$ cat src/u16u8_pkg.sv
`timescale 1ns / 1ps
// ----------------------------------------------------------------------------
// u16u8_pkg
// Shared types, constants and helpers of the UTF-16 to UTF-8 transcoder.
// ----------------------------------------------------------------------------
package u16u8_pkg;

    localparam int BYTE_COUNT_BITS_DEF = 22;
    localparam int UNIT_COUNT_BITS_DEF = 20;

    localparam int UNIT_W      = 16;
    localparam int BUDGET_W    = 22;
    localparam int UNITS_OUT_W = 20;
    localparam int BYTES_OUT_W = 22;
    localparam int S_DATA_W    = 16;
    localparam int M_DATA_W    = 56;
    localparam int M_USER_W    = 2;
    localparam int APB_ADDR_W  = 3;
    localparam int APB_DATA_W  = 32;
    localparam int QUEUE_DEPTH = 4;

    localparam logic [BUDGET_W-1:0] BUDGET_RESET = 22'h3FFFFF;

    // Register word index of byte_budget.
    localparam logic [0:0] REG_BYTE_BUDGET = 1'b0;

    localparam logic [UNIT_W-1:0] SURR_LO      = 16'hD800;
    localparam logic [UNIT_W-1:0] LOW_SURR_LO  = 16'hDC00;
    localparam logic [UNIT_W-1:0] SURR_HI      = 16'hDFFF;
    localparam logic [UNIT_W-1:0] ONE_BYTE_LIM = 16'h0080;
    localparam logic [UNIT_W-1:0] TWO_BYTE_LIM = 16'h0800;
    localparam logic [20:0]       SUPP_BASE    = 21'h10000;

    localparam logic [7:0] LEAD4 = 8'd240;
    localparam logic [7:0] LEAD3 = 8'd224;
    localparam logic [7:0] LEAD2 = 8'd192;
    localparam logic [7:0] CONT  = 8'd128;

    localparam logic [31:0] MARKER = {8'd189, 8'd191, 8'd239, 8'h5C};

    // One queued item: up to four bytes with the per-beat side fields.
    typedef struct packed {
        logic [3:0][7:0]        bytes;
        logic [1:0]             last_idx;
        logic                   byte_valid;
        logic                   overflow;
        logic [UNITS_OUT_W-1:0] units_used;
        logic [BYTES_OUT_W-1:0] bytes_used;
    } job_t;

    function automatic logic is_surr(input logic [UNIT_W-1:0] u);
        return (u >= SURR_LO) && (u <= SURR_HI);
    endfunction

    function automatic logic is_high(input logic [UNIT_W-1:0] u);
        return (u >= SURR_LO) && (u < LOW_SURR_LO);
    endfunction

    function automatic logic is_low(input logic [UNIT_W-1:0] u);
        return (u >= LOW_SURR_LO) && (u <= SURR_HI);
    endfunction

endpackage

$ cat src/utf16_to_utf8_transcoder.sv
`timescale 1ns / 1ps
// Accepted units are queued as jobs; each byte beat is then loaded into the output register.
// Throughput: one output beat per unstalled cycle; a unit takes one to four beats,
// set by its UTF-8 byte count, and up to four units are buffered between the two halves.
// The input takes one unit per cycle while the four-entry job queue has room.
// Reset is synchronous and active low; it clears the string state, queue and output stage
// and restores byte_budget to its largest value.
// ----------------------------------------------------------------------------
// utf16_to_utf8_transcoder
// UTF-16 code unit stream to UTF-8 byte stream converter with a per-string
// byte budget and APB configuration.
// ----------------------------------------------------------------------------
module utf16_to_utf8_transcoder #(
    parameter int BYTE_COUNT_BITS = u16u8_pkg::BYTE_COUNT_BITS_DEF,
    parameter int UNIT_COUNT_BITS = u16u8_pkg::UNIT_COUNT_BITS_DEF
) (
    input  logic                                 aclk,
    input  logic                                 aresetn,
    input  logic                                 s_tvalid,
    output logic                                 s_tready,
    // code_unit[15:0]
    input  logic [u16u8_pkg::S_DATA_W-1:0]       s_tdata,
    // first_of_string[0]
    input  logic [0:0]                           s_tuser,
    input  logic                                 s_tlast,
    output logic                                 m_tvalid,
    input  logic                                 m_tready,
    // out_byte[7:0], units_used[27:8], bytes_used[49:28], zero pad[55:50]
    output logic [u16u8_pkg::M_DATA_W-1:0]       m_tdata,
    // byte_valid[0], overflow[1]
    output logic [u16u8_pkg::M_USER_W-1:0]       m_tuser,
    output logic                                 m_tlast,
    input  logic                                 psel,
    input  logic                                 penable,
    input  logic                                 pwrite,
    input  logic [u16u8_pkg::APB_ADDR_W-1:0]     paddr,
    input  logic [u16u8_pkg::APB_DATA_W-1:0]     pwdata,
    output logic [u16u8_pkg::APB_DATA_W-1:0]     prdata,
    output logic                                 pready
);

    logic [u16u8_pkg::BUDGET_W-1:0] budget_reg, budget_next;
    logic                           reg_hit;
    logic                           accept;
    logic                           q_full;
    logic                           q_pop;
    logic                           q_head_valid;
    u16u8_pkg::job_t                f_job;
    u16u8_pkg::job_t                q_head_job;

    assign pready  = 1'b1;
    assign reg_hit = (paddr[2:2] == u16u8_pkg::REG_BYTE_BUDGET);
    assign prdata  = reg_hit ? u16u8_pkg::APB_DATA_W'(budget_reg) : '0;

    always_comb begin
        budget_next = budget_reg;
        if (psel && penable && pwrite && pready && reg_hit) begin
            budget_next = pwdata[u16u8_pkg::BUDGET_W-1:0];
        end
    end

    always_ff @(posedge aclk) begin
        if (!aresetn) begin
            budget_reg <= u16u8_pkg::BUDGET_RESET;
        end else begin
            budget_reg <= budget_next;
        end
    end

    assign s_tready = !q_full;
    assign accept   = s_tvalid && s_tready;

    u16u8_front #(
        .BYTE_COUNT_BITS (BYTE_COUNT_BITS),
        .UNIT_COUNT_BITS (UNIT_COUNT_BITS)
    ) u_front (
        .aclk            (aclk),
        .aresetn         (aresetn),
        .accept          (accept),
        .code_unit       (s_tdata),
        .first_of_string (s_tuser[0]),
        .end_of_string   (s_tlast),
        .byte_budget     (budget_reg),
        .job             (f_job)
    );

    u16u8_queue u_queue (
        .aclk       (aclk),
        .aresetn    (aresetn),
        .push       (accept),
        .push_job   (f_job),
        .full       (q_full),
        .pop        (q_pop),
        .head_valid (q_head_valid),
        .head_job   (q_head_job)
    );

    u16u8_back u_back (
        .aclk       (aclk),
        .aresetn    (aresetn),
        .head_valid (q_head_valid),
        .head_job   (q_head_job),
        .pop        (q_pop),
        .m_tvalid   (m_tvalid),
        .m_tready   (m_tready),
        .m_tdata    (m_tdata),
        .m_tuser    (m_tuser),
        .m_tlast    (m_tlast)
    );

endmodule

$ cat src/u16u8_front.sv
`timescale 1ns / 1ps
// ----------------------------------------------------------------------------
// u16u8_front
// Accepts code units, tracks surrogate, counter and halt state, and builds
// one job per unit with its encoded bytes and counts.
// ----------------------------------------------------------------------------
module u16u8_front #(
    parameter int BYTE_COUNT_BITS = u16u8_pkg::BYTE_COUNT_BITS_DEF,
    parameter int UNIT_COUNT_BITS = u16u8_pkg::UNIT_COUNT_BITS_DEF
) (
    input  logic                             aclk,
    input  logic                             aresetn,
    input  logic                             accept,
    input  logic [u16u8_pkg::UNIT_W-1:0]     code_unit,
    input  logic                             first_of_string,
    input  logic                             end_of_string,
    input  logic [u16u8_pkg::BUDGET_W-1:0]   byte_budget,
    output u16u8_pkg::job_t                  job
);

    localparam int BCB = BYTE_COUNT_BITS;
    localparam int UCB = UNIT_COUNT_BITS;
    localparam int CW  = ((BCB > u16u8_pkg::BUDGET_W) ? BCB : u16u8_pkg::BUDGET_W) + 1;
    localparam int UW  = ((UCB > u16u8_pkg::UNITS_OUT_W) ? UCB : u16u8_pkg::UNITS_OUT_W) + 1;
    localparam logic [CW-1:0]  BYTE_MAX = CW'({BCB{1'b1}});
    localparam logic [UCB:0]   UNIT_MAX = {1'b0, {UCB{1'b1}}};

    logic                          pend_valid_reg, pend_valid_next;
    logic [u16u8_pkg::UNIT_W-1:0]  pend_unit_reg, pend_unit_next;
    logic [BCB-1:0]                byte_cnt_reg, byte_cnt_next;
    logic [UCB-1:0]                unit_cnt_reg, unit_cnt_next;
    logic                          halted_reg, halted_next;

    logic                          e_pv;
    logic [u16u8_pkg::UNIT_W-1:0]  e_pu;
    logic [BCB-1:0]                e_bc;
    logic [UCB-1:0]                e_uc;
    logic                          e_halt;
    logic [31:0]                   enc;
    logic [2:0]                    n;
    logic [1:0]                    units;
    logic                          emit;
    logic [20:0]                   cp;
    logic [CW-1:0]                 budget_eff, left, bc_ext, bc_show;
    logic [UCB:0]                  usum;
    logic [UW-1:0]                 uc_show;

    always_comb begin
        e_pv   = first_of_string ? 1'b0 : pend_valid_reg;
        e_pu   = first_of_string ? '0 : pend_unit_reg;
        e_bc   = first_of_string ? '0 : byte_cnt_reg;
        e_uc   = first_of_string ? '0 : unit_cnt_reg;
        e_halt = first_of_string ? 1'b0 : halted_reg;

        cp = ({5'd0, e_pu - u16u8_pkg::SURR_LO} << 10)
           + {5'd0, code_unit - u16u8_pkg::LOW_SURR_LO} + u16u8_pkg::SUPP_BASE;

        enc   = '0;
        n     = 3'd0;
        units = 2'd0;
        emit  = 1'b0;
        pend_valid_next = e_pv;
        pend_unit_next  = e_pu;
        halted_next     = e_halt;
        byte_cnt_next   = e_bc;
        unit_cnt_next   = e_uc;

        if (e_pv) begin
            if (u16u8_pkg::is_high(e_pu) && u16u8_pkg::is_low(code_unit)) begin
                enc = {u16u8_pkg::CONT | {2'b00, cp[5:0]},
                       u16u8_pkg::CONT | {2'b00, cp[11:6]},
                       u16u8_pkg::CONT | {2'b00, cp[17:12]},
                       u16u8_pkg::LEAD4 | {5'd0, cp[20:18]}};
            end else begin
                enc = u16u8_pkg::MARKER;
            end
            n = 3'd4;
            units = 2'd2;
            emit = 1'b1;
        end else if (u16u8_pkg::is_surr(code_unit)) begin
            if (end_of_string) begin
                enc = u16u8_pkg::MARKER;
                n = 3'd4;
                units = 2'd1;
                emit = 1'b1;
            end
        end else if (code_unit < u16u8_pkg::ONE_BYTE_LIM) begin
            enc = {24'd0, code_unit[7:0]};
            n = 3'd1;
            units = 2'd1;
            emit = 1'b1;
        end else if (code_unit < u16u8_pkg::TWO_BYTE_LIM) begin
            enc = {16'd0, u16u8_pkg::CONT | {2'b00, code_unit[5:0]},
                   u16u8_pkg::LEAD2 | {3'd0, code_unit[10:6]}};
            n = 3'd2;
            units = 2'd1;
            emit = 1'b1;
        end else begin
            enc = {8'd0, u16u8_pkg::CONT | {2'b00, code_unit[5:0]},
                   u16u8_pkg::CONT | {2'b00, code_unit[11:6]},
                   u16u8_pkg::LEAD3 | {4'd0, code_unit[15:12]}};
            n = 3'd3;
            units = 2'd1;
            emit = 1'b1;
        end

        budget_eff = (CW'(byte_budget) > BYTE_MAX) ? BYTE_MAX : CW'(byte_budget);
        bc_ext     = CW'(e_bc);
        left       = (bc_ext <= budget_eff) ? (budget_eff - bc_ext) : '0;
        usum       = {1'b0, e_uc} + (UCB+1)'(units);

        job = '0;
        job.last_idx = 2'd0;

        if (e_halt) begin
            job.overflow = 1'b1;
        end else if (!emit) begin
            pend_valid_next = 1'b1;
            pend_unit_next  = code_unit;
        end else begin
            pend_valid_next = 1'b0;
            pend_unit_next  = '0;
            if (CW'(n) > left) begin
                halted_next  = 1'b1;
                job.overflow = 1'b1;
            end else begin
                byte_cnt_next  = e_bc + BCB'(n);
                unit_cnt_next  = (usum > UNIT_MAX) ? UNIT_MAX[UCB-1:0] : usum[UCB-1:0];
                job.bytes      = enc;
                job.last_idx   = 2'(n - 3'd1);
                job.byte_valid = 1'b1;
            end
        end

        bc_show = CW'(byte_cnt_next);
        uc_show = UW'(unit_cnt_next);
        job.bytes_used = bc_show[u16u8_pkg::BYTES_OUT_W-1:0];
        job.units_used = uc_show[u16u8_pkg::UNITS_OUT_W-1:0];
    end

    always_ff @(posedge aclk) begin
        if (!aresetn) begin
            pend_valid_reg <= 1'b0;
            pend_unit_reg  <= '0;
            byte_cnt_reg   <= '0;
            unit_cnt_reg   <= '0;
            halted_reg     <= 1'b0;
        end else if (accept) begin
            pend_valid_reg <= pend_valid_next;
            pend_unit_reg  <= pend_unit_next;
            byte_cnt_reg   <= byte_cnt_next;
            unit_cnt_reg   <= unit_cnt_next;
            halted_reg     <= halted_next;
        end
    end

endmodule

$ cat src/u16u8_queue.sv
`timescale 1ns / 1ps
// ----------------------------------------------------------------------------
// u16u8_queue
// Short job queue that decouples the classifying front from the byte
// serializer.
// ----------------------------------------------------------------------------
module u16u8_queue (
    input  logic            aclk,
    input  logic            aresetn,
    input  logic            push,
    input  u16u8_pkg::job_t push_job,
    output logic            full,
    input  logic            pop,
    output logic            head_valid,
    output u16u8_pkg::job_t head_job
);

    localparam int DEPTH = u16u8_pkg::QUEUE_DEPTH;
    localparam int AW    = $clog2(DEPTH);

    u16u8_pkg::job_t  entry_reg [DEPTH];
    logic [AW-1:0]    wr_ptr_reg, wr_ptr_next;
    logic [AW-1:0]    rd_ptr_reg, rd_ptr_next;
    logic [AW:0]      count_reg, count_next;

    assign full       = (count_reg == (AW+1)'(DEPTH));
    assign head_valid = (count_reg != '0);
    assign head_job   = entry_reg[rd_ptr_reg];

    always_comb begin
        wr_ptr_next = push ? wr_ptr_reg + 1'b1 : wr_ptr_reg;
        rd_ptr_next = pop ? rd_ptr_reg + 1'b1 : rd_ptr_reg;
        count_next  = count_reg + (AW+1)'(push) - (AW+1)'(pop);
    end

    always_ff @(posedge aclk) begin
        if (push) begin
            entry_reg[wr_ptr_reg] <= push_job;
        end
    end

    always_ff @(posedge aclk) begin
        if (!aresetn) begin
            wr_ptr_reg <= '0;
            rd_ptr_reg <= '0;
            count_reg  <= '0;
        end else begin
            wr_ptr_reg <= wr_ptr_next;
            rd_ptr_reg <= rd_ptr_next;
            count_reg  <= count_next;
        end
    end

endmodule

$ cat src/u16u8_back.sv
`timescale 1ns / 1ps
// ----------------------------------------------------------------------------
// u16u8_back
// Serializes each queued job into one output beat per byte, or a single
// beat for a job with no byte, through a registered output stage.
// ----------------------------------------------------------------------------
module u16u8_back (
    input  logic                                  aclk,
    input  logic                                  aresetn,
    input  logic                                  head_valid,
    input  u16u8_pkg::job_t                       head_job,
    output logic                                  pop,
    output logic                                  m_tvalid,
    input  logic                                  m_tready,
    output logic [u16u8_pkg::M_DATA_W-1:0]        m_tdata,
    output logic [u16u8_pkg::M_USER_W-1:0]        m_tuser,
    output logic                                  m_tlast
);

    logic                              valid_reg, valid_next;
    logic [u16u8_pkg::M_DATA_W-1:0]    data_reg, data_next;
    logic [u16u8_pkg::M_USER_W-1:0]    user_reg, user_next;
    logic                              last_reg, last_next;
    logic [1:0]                        idx_reg, idx_next;
    logic                              load;
    logic                              at_last;

    always_comb begin
        load    = head_valid && (!valid_reg || m_tready);
        at_last = (idx_reg == head_job.last_idx);
        pop     = load && at_last;

        valid_next = valid_reg && !m_tready;
        data_next  = data_reg;
        user_next  = user_reg;
        last_next  = last_reg;
        idx_next   = idx_reg;
        if (load) begin
            valid_next = 1'b1;
            data_next  = {6'd0, head_job.bytes_used, head_job.units_used,
                          head_job.bytes[idx_reg]};
            user_next  = {head_job.overflow, head_job.byte_valid};
            last_next  = at_last;
            idx_next   = at_last ? 2'd0 : idx_reg + 2'd1;
        end
    end

    always_ff @(posedge aclk) begin
        data_reg <= data_next;
        user_reg <= user_next;
        last_reg <= last_next;
    end

    always_ff @(posedge aclk) begin
        if (!aresetn) begin
            valid_reg <= 1'b0;
            idx_reg   <= 2'd0;
        end else begin
            valid_reg <= valid_next;
            idx_reg   <= idx_next;
        end
    end

    assign m_tvalid = valid_reg;
    assign m_tdata  = data_reg;
    assign m_tuser  = user_reg;
    assign m_tlast  = last_reg;

endmodule

$ cat config.mk
export PLATFORM = sky130hd
export DESIGN_NAME = utf16_to_utf8_transcoder
export DESIGN_NICKNAME = d
export VERILOG_FILES = /design/src/u16u8_pkg.sv /design/src/utf16_to_utf8_transcoder.sv /design/src/u16u8_front.sv /design/src/u16u8_queue.sv /design/src/u16u8_back.sv
export SDC_FILE = /design/constraint.sdc
export NUM_CORES = 1
export LEC_CHECK = 0
export ABC_CLOCK_PERIOD_IN_PS = 9820
export BUFFER_PORTS_ARGS = -buffer_cell sky130_fd_sc_hd__buf_2
export CORE_MARGIN = 2
export CORE_UTILIZATION = 45
export CTS_BUF_LIST = sky130_fd_sc_hd__clkbuf_8 sky130_fd_sc_hd__clkbuf_16
export CTS_CLUSTER_DIAMETER = 150
export DETAILED_ROUTE_END_ITERATION = 8
export PLACE_DENSITY_LB_ADDON = 0.12
export SYNTH_ARGS = -nofsm -noshare
export SYNTH_HDL_FRONTEND = slang
export SYNTH_HIERARCHICAL = 1
export SYNTH_SLANG_ARGS = --single-unit
$ cat constraint.sdc
create_clock -name aclk -period 9.82 [get_ports aclk]
set_input_delay 0.491 -clock aclk [delete_from_list [all_inputs] [get_ports aclk]]
set_output_delay 0.491 -clock aclk [all_outputs]
set_load 0.05 [all_outputs]
# Yosys cells after proc, flatten, opt, wreduce, memory -nomap -nowiden
# Memories as Yosys holds them, arrays and structs flattened. A register that Yosys moved wholly into a read port is not among the register bits.
# Cells that the tools add are included.
# W data, S select, Z words.
[classes] add_sub_neg=13 magnitude_cmp=11 n_eq_ne=2 n_mux=50 n_bitwise=1 n_reduce_logical=16
[op_table] operator="$mux W32" count=4
[op_table] operator="$mux W22" count=5
[op_table] operator="$mux W20" count=5
[op_table] operator="$mux W35" count=2
[op_table] operator="$ge A16 B16 Y1 const B" count=3
[op_table] operator="$mux W16" count=3
[op_table] operator="$mux W36" count=1
[op_table] operator="$mux W30" count=1
[op_table] operator="$mux W24" count=1
[op_table] operator="$gt A3 B23 Y1" count=1
[op_table] operator="$mux W23" count=1
[op_table] operator="$sub A22 B22 Y23" count=1
[op_table] operator="$add A22 B3 Y22" count=1
[op_table] operator="$le A22 B22 Y1" count=1
[op_table] operator="$add A20 B2 Y21" count=1
[op_table] operator="$add A21 B16 Y21" count=1
[op_table] operator="$add A21 B17 Y21 const B" count=1
[op_table] operator="$gt A21 B20 Y1 const B" count=1
[op_table] operator="$mux W1" count=17
[op_table] operator="$bmux W8 S2" count=1
[op_table] operator="$le A16 B16 Y1 const B" count=1
[op_table] operator="$lt A16 B12 Y1 const B" count=1
[op_table] operator="$lt A16 B16 Y1 const B" count=1
[op_table] operator="$lt A16 B8 Y1 const B" count=1
[op_table] operator="17 further kinds" count=37
[word_totals] reg_bits=145 ram_bits=312 in_bits=60 output_inout_bits=94 wordCells=108 memories=1
[mem_list] name="u_queue.entry_reg" words=4 width=78 read_ports=1 rd_clocked_by_memory_dff=1 write_ports=1 line_no="u16u8_queue.sv:21" source="u16u8_pkg::job_t entry_reg [DEPTH];"

# Logic depth before layout (Yosys ltp)
[logic_depth] word_depth=10 mapped_depth=28 depth_no_buf=21

# Modules after synthesis
# Netlist, hierarchy kept.
[by_module_without_submodules] mod="u16u8_queue" instances=1 cells_each=451 area_per_inst_um2=11717.5 seq_area_each_um2=9549.2
[by_module_without_submodules] mod="u16u8_front" instances=1 cells_each=960 area_per_inst_um2=6625.1 seq_area_each_um2=1201.2
[by_module_without_submodules] mod="u16u8_back" instances=1 cells_each=91 area_per_inst_um2=2042.0 seq_area_each_um2=1651.6
[by_module_without_submodules] mod="utf16_to_utf8_transcoder" instances=1 cells_each=135 area_per_inst_um2=1262.5 seq_area_each_um2=440.4

# Worst setup path before layout
# OpenSTA, ideal clock, no wires.
[synth_timing] kind="in2reg" start="input s_tuser" end="memory u_queue/entry_reg[0][37] (netlist name), data pin" setup_time_ns=0.286 arrival_ns=5.447 required_time_ns=9.534 setup_slack_ns=4.087 cell_stages=26 path_buffers=6 path_cell_list="clkbuf_1 inv_1 clkbuf_1 clkbuf_1 nand2_1 ha_1 a21oi_1 nand2_1 o21ai_0 a21oi_1 or4_4 buf_6 nor2b_1 ha_1 nor2b_1 o21a_1 o21ai_0 nand4b_1 nor4_1 nor4b_1 nand4_2 buf_6 buf_2 nand3_1 xnor2_1 o22ai_1"
[synth_rtl] item="start, declared" line_no="utf16_to_utf8_transcoder.sv:24" source="input logic [0:0] s_tuser,"
[synth_rtl] item="end, declared" line_no="u16u8_queue.sv:21"

==> results.py <==
metrics = {
    "final_layout": {
        "layout-area-overhead-vs-synth_pct": 12.4,
        "flip_flop_count_of_the_largest_register_all_copies_and_words_added": 312,
        "stdcell_count": 2401,
        "number_of_nets_in_the_layout": 1855,
        "antennaDiodeCount": 0,
        "drive_gt1_frac": 0.191,
        "layout.filler_cells": 4099,
    },
    "clock_tree": {
        "clock_tree.htree_level_count": 2,
        "cts_made_buffers": 49,
        "cts_hold_repair.buffers": 0,
        "postCtsResizedCells": 0,
        "cts.clk_slew.worst_paths_ns": 0.06,
        "number_of_clock_sinks": 459,
        "clock_path_buffers": 3,
        "insertion_delay_ns": 0.59,
        "cts_root_buffer": "clkbuf_16",
        "postCtsSetupBuffers": 0,
        "tritoncts_clock_tree": "yes",
    },
    "timing": {
        "clock_skew_ns": 0.0185,
        "crit_path_setup_slack_layout_ns": 3.16,
        "finalHoldViolCount": 0,
        "tightest_slew_ns": 1.23,
        "fmax_mhz": 150,
        "grt_setup_unrepaired": "false",
        "final.hold.worst_slack_ns": 0.160,
        "maxSlewHeadroom": 0.174,
        "final-max-slew-violation-count": 0,
        "timing.final.crit_period_ns": 6.66,
        "totalNegativeSetupSlack_ns": 0,
        "report.final.setup_viol": 0,
        "final_min_period_over_clock_period": 0.678,
    },
    "setup_path": {
        "critPathMaxStageDelay_ns": 0.58,
        "critPathLaunchType": "primary input",
        "crit_slowest_cell": "or4_4",
        "critical_path_class": "in -> reg",
        "crit_required_ns": 10.12,
        "critPathArrivalTime_ns": 6.96,
        "crit-reg2reg-launch": "u_front/byte_cnt_reg[14]$_SDFFE_PN0P_",
        "worstPathCellList": "buf_2 -> inv_1 -> nand2_1 -> ha_1 -> a21oi_1 -> o21ai_0 -> a221o_1 -> and2_1 -> or4_4 -> nor2b_1 -> ha_1 -> nor2b_1 -> o21a_1 -> o21ai_0 -> nand4b_1 -> nor4_1 -> nor4b_1 -> nand4_2 -> buf_4 -> nand2_4 -> buf_4 -> nor2_1 -> xnor2_1",
        "worstSetupEndpointType": "flop",
        "critPathLaunch": "s_tuser",
        "crit_path_max_fanout": 40,
        "rrSetupSlack_ns": 3.37,
    },
    "synth": {
        "yosys-mux-area-fraction": 0.106,
        "ys.warnings.count": 6,
        "number_of_flip_flops_and_latches_in_the_synthesized_netlist": 459,
        "netlist_instances": 1637,
        "synth_compound_gate_area_share": 0.0832,
        "synth-main-ff-cell": "edfxtp_1",
        "mappedNetlistArea_sq_um": 21600,
        "synth_edf_count": 365,
        "synth-xor-area-share": 0.0168,
        "synth-simple-area-share": 0.130,
        "combinational_family_with_the_most_area_after_synthesis": "simple AND/OR/NAND/NOR gates",
        "synth-adder-area-share": 0.0306,
        "sequential_fraction_of_the_synthesis_area": 0.593,
        "async_reset_ff_frac": 0,
        "postSynthAreaPerCell_sq_um": 13.2,
        "count_of_distinct_cell_types_in_the_synthesized_netlist": 92,
    },
    "global_routing": {
        "maximum_number_of_pins_on_one_net_before_global_route_repair": 58,
        "antenna_found_initial": 1,
        "grt_util_all_layers": 0.203,
        "grt_pass1_wl_um": 78400,
        "globalRouteOverflowTotal": 0,
        "first_global_vias": 13600,
    },
    "placement": {
        "placement.io_buffers": 124,
        "dpl.hpwl_um": 33000,
        "gpl.final_weighted_congestion": 0.906,
        "dp_worst_setup_slack_ns": 2.71,
        "dpl.cell_count": 2309,
    },
    "flow_run": {
        "max_cap_viol_count": 0,
    },
    "power_and_ir_drop": {
        "total_power_mw": 5.70,
        "vdd_ir_drop_max_uv": 172,
        "power.density_cell_area_nw_per_um2": 234,
        "power.static_leakage_nw": 8.28,
    },
    "detailed_routing": {
        "drt_wl_total_um": 50600,
        "detailroute.via_count": 13700,
        "detailedRoute.firstPassIterationCount": 5,
        "post_drt_via_cell_ratio": 5.72,
        "ant_nets": 0,
        "drc": 0,
        "wl_per_cell_um": 21.1,
        "detail_route.iter0.violations": 1191,
    },
    "worst_hold_path": {
        "holdCritStartpoint": "pwdata[0]",
        "hold_path_class": "in -> reg",
    },
    "floorplanning": {
        "core-area_sq_um": 47600,
        "ioPinCount": 154,
        "core.rowCount": 80,
        "floorplan.die.width_um": 223,
        "initial_core_util": 0.454,
        "floorplan.die_area_sq_um": 49900,
        "die_height_um": 223,
    },
    "run_status": {
        "status": "completed",
    },
}
[worst max-delay path, delay by kind of cell]
family | cells | cell delay (ns)
simple gates | 11 | 2.72
buf+inv | 4 | 1.31
compound gates | 5 | 1.31
fa+ha+maj | 2 | 0.61
xor+xnor | 1 | 0.49
[report_power, final]
group | leakage [nW] | switching (mW) | internal [mW]
Combinational | 3.35 | 0.871 | 0.365
Sequential | 4.09 | 0.110 | 2.45
Clock | 0.837 | 0.766 | 1.14
Total | 8.28 | 1.75 | 3.95
[final cells by class]
cell class / instances / area (sq um) / area share
tap: 615 / 769 / 0.0316
sequential: 459 / 12800 / 0.528
clock inverter: 39 / 367 / 0.0151
timing repair buffer: 148 / 813 / 0.0334
inverter: 51 / 191 / 0.00787
clock buffer: 53 / 1300 / 0.0536
multi-input combinational: 1036 / 8040 / 0.330
[routing by layer]
metal  up-vias  global-route usage  share of wire
met3        84              0.0316          0.050
met1      6833               0.284           0.46
met2       409               0.328           0.47
met4         2              0.0673          0.022
met5         -                   0        0.00026
li1       6413                   -              -
[stage by stage]
stage	area, sq um	util
final	24300	0.511
after global routing	24300	0.511
after CTS	24300	0.511
after detailed placement	22700	0.476
after global placement	22700	0.476
after floorplan	21700	-
[final timing paths]
| kind | endpoint | depth (start not counted) |
|---|---|---|
| setup / recovery | u_queue/entry_reg[0][3]$_DFFE_PP_ | 23 |
| hold / removal | budget_reg[0]$_SDFFE_PN1P_ | 3 |
| setup reg to reg | u_queue/entry_reg[0][3]$_DFFE_PP_ | 22 |
| hold reg to reg | u_front/pend_unit_reg[0]$_SDFFE_PN0P_ | 2 |
[logic make-up (layout without fill, tap and decap cells)]
family          Yosys count  after routing
compound gates          270            270
flops                   459            459
mux                     121            121
simple gates            537            537
other cells               4             19
fa+ha+maj                50             50
buf+inv                 157            291
xor+xnor                 39             39
[cells in the mapped netlist, types with 34 or more instances]
| master | number | area, sq um |
|---|---|---|
| edfxtp_1 | 365 | 11000 |
| mux2i_1 | 34 | 340 |
| dfxtp_1 | 94 | 1880 |
| ha_1 | 45 | 563 |
| nand2_1 | 111 | 417 |
| o21ai_0 | 56 | 280 |
| mux4_2 | 83 | 1870 |
| nor2_1 | 111 | 417 |
| nand3_1 | 52 | 260 |
| inv_1 | 50 | 188 |
| nor2b_1 | 104 | 651 |
| a21oi_1 | 72 | 360 |
| clkbuf_1 | 47 | 176 |
[cells in the final DEF, fill, tap and decap left out, types with 34 or more instances in the layout]
cell type / n
edfxtp_1: 365
buf_2: 124
nand2_1: 111
nor2_1: 111
nor2b_1: 103
dfxtp_1: 92
mux4_2: 83
a21oi_1: 72
inv_1: 58
o21ai_0: 56
nand3_1: 52
clkbuf_16: 51
ha_1: 45
mux2i_1: 34
Power figures use the tool's default switching activity.
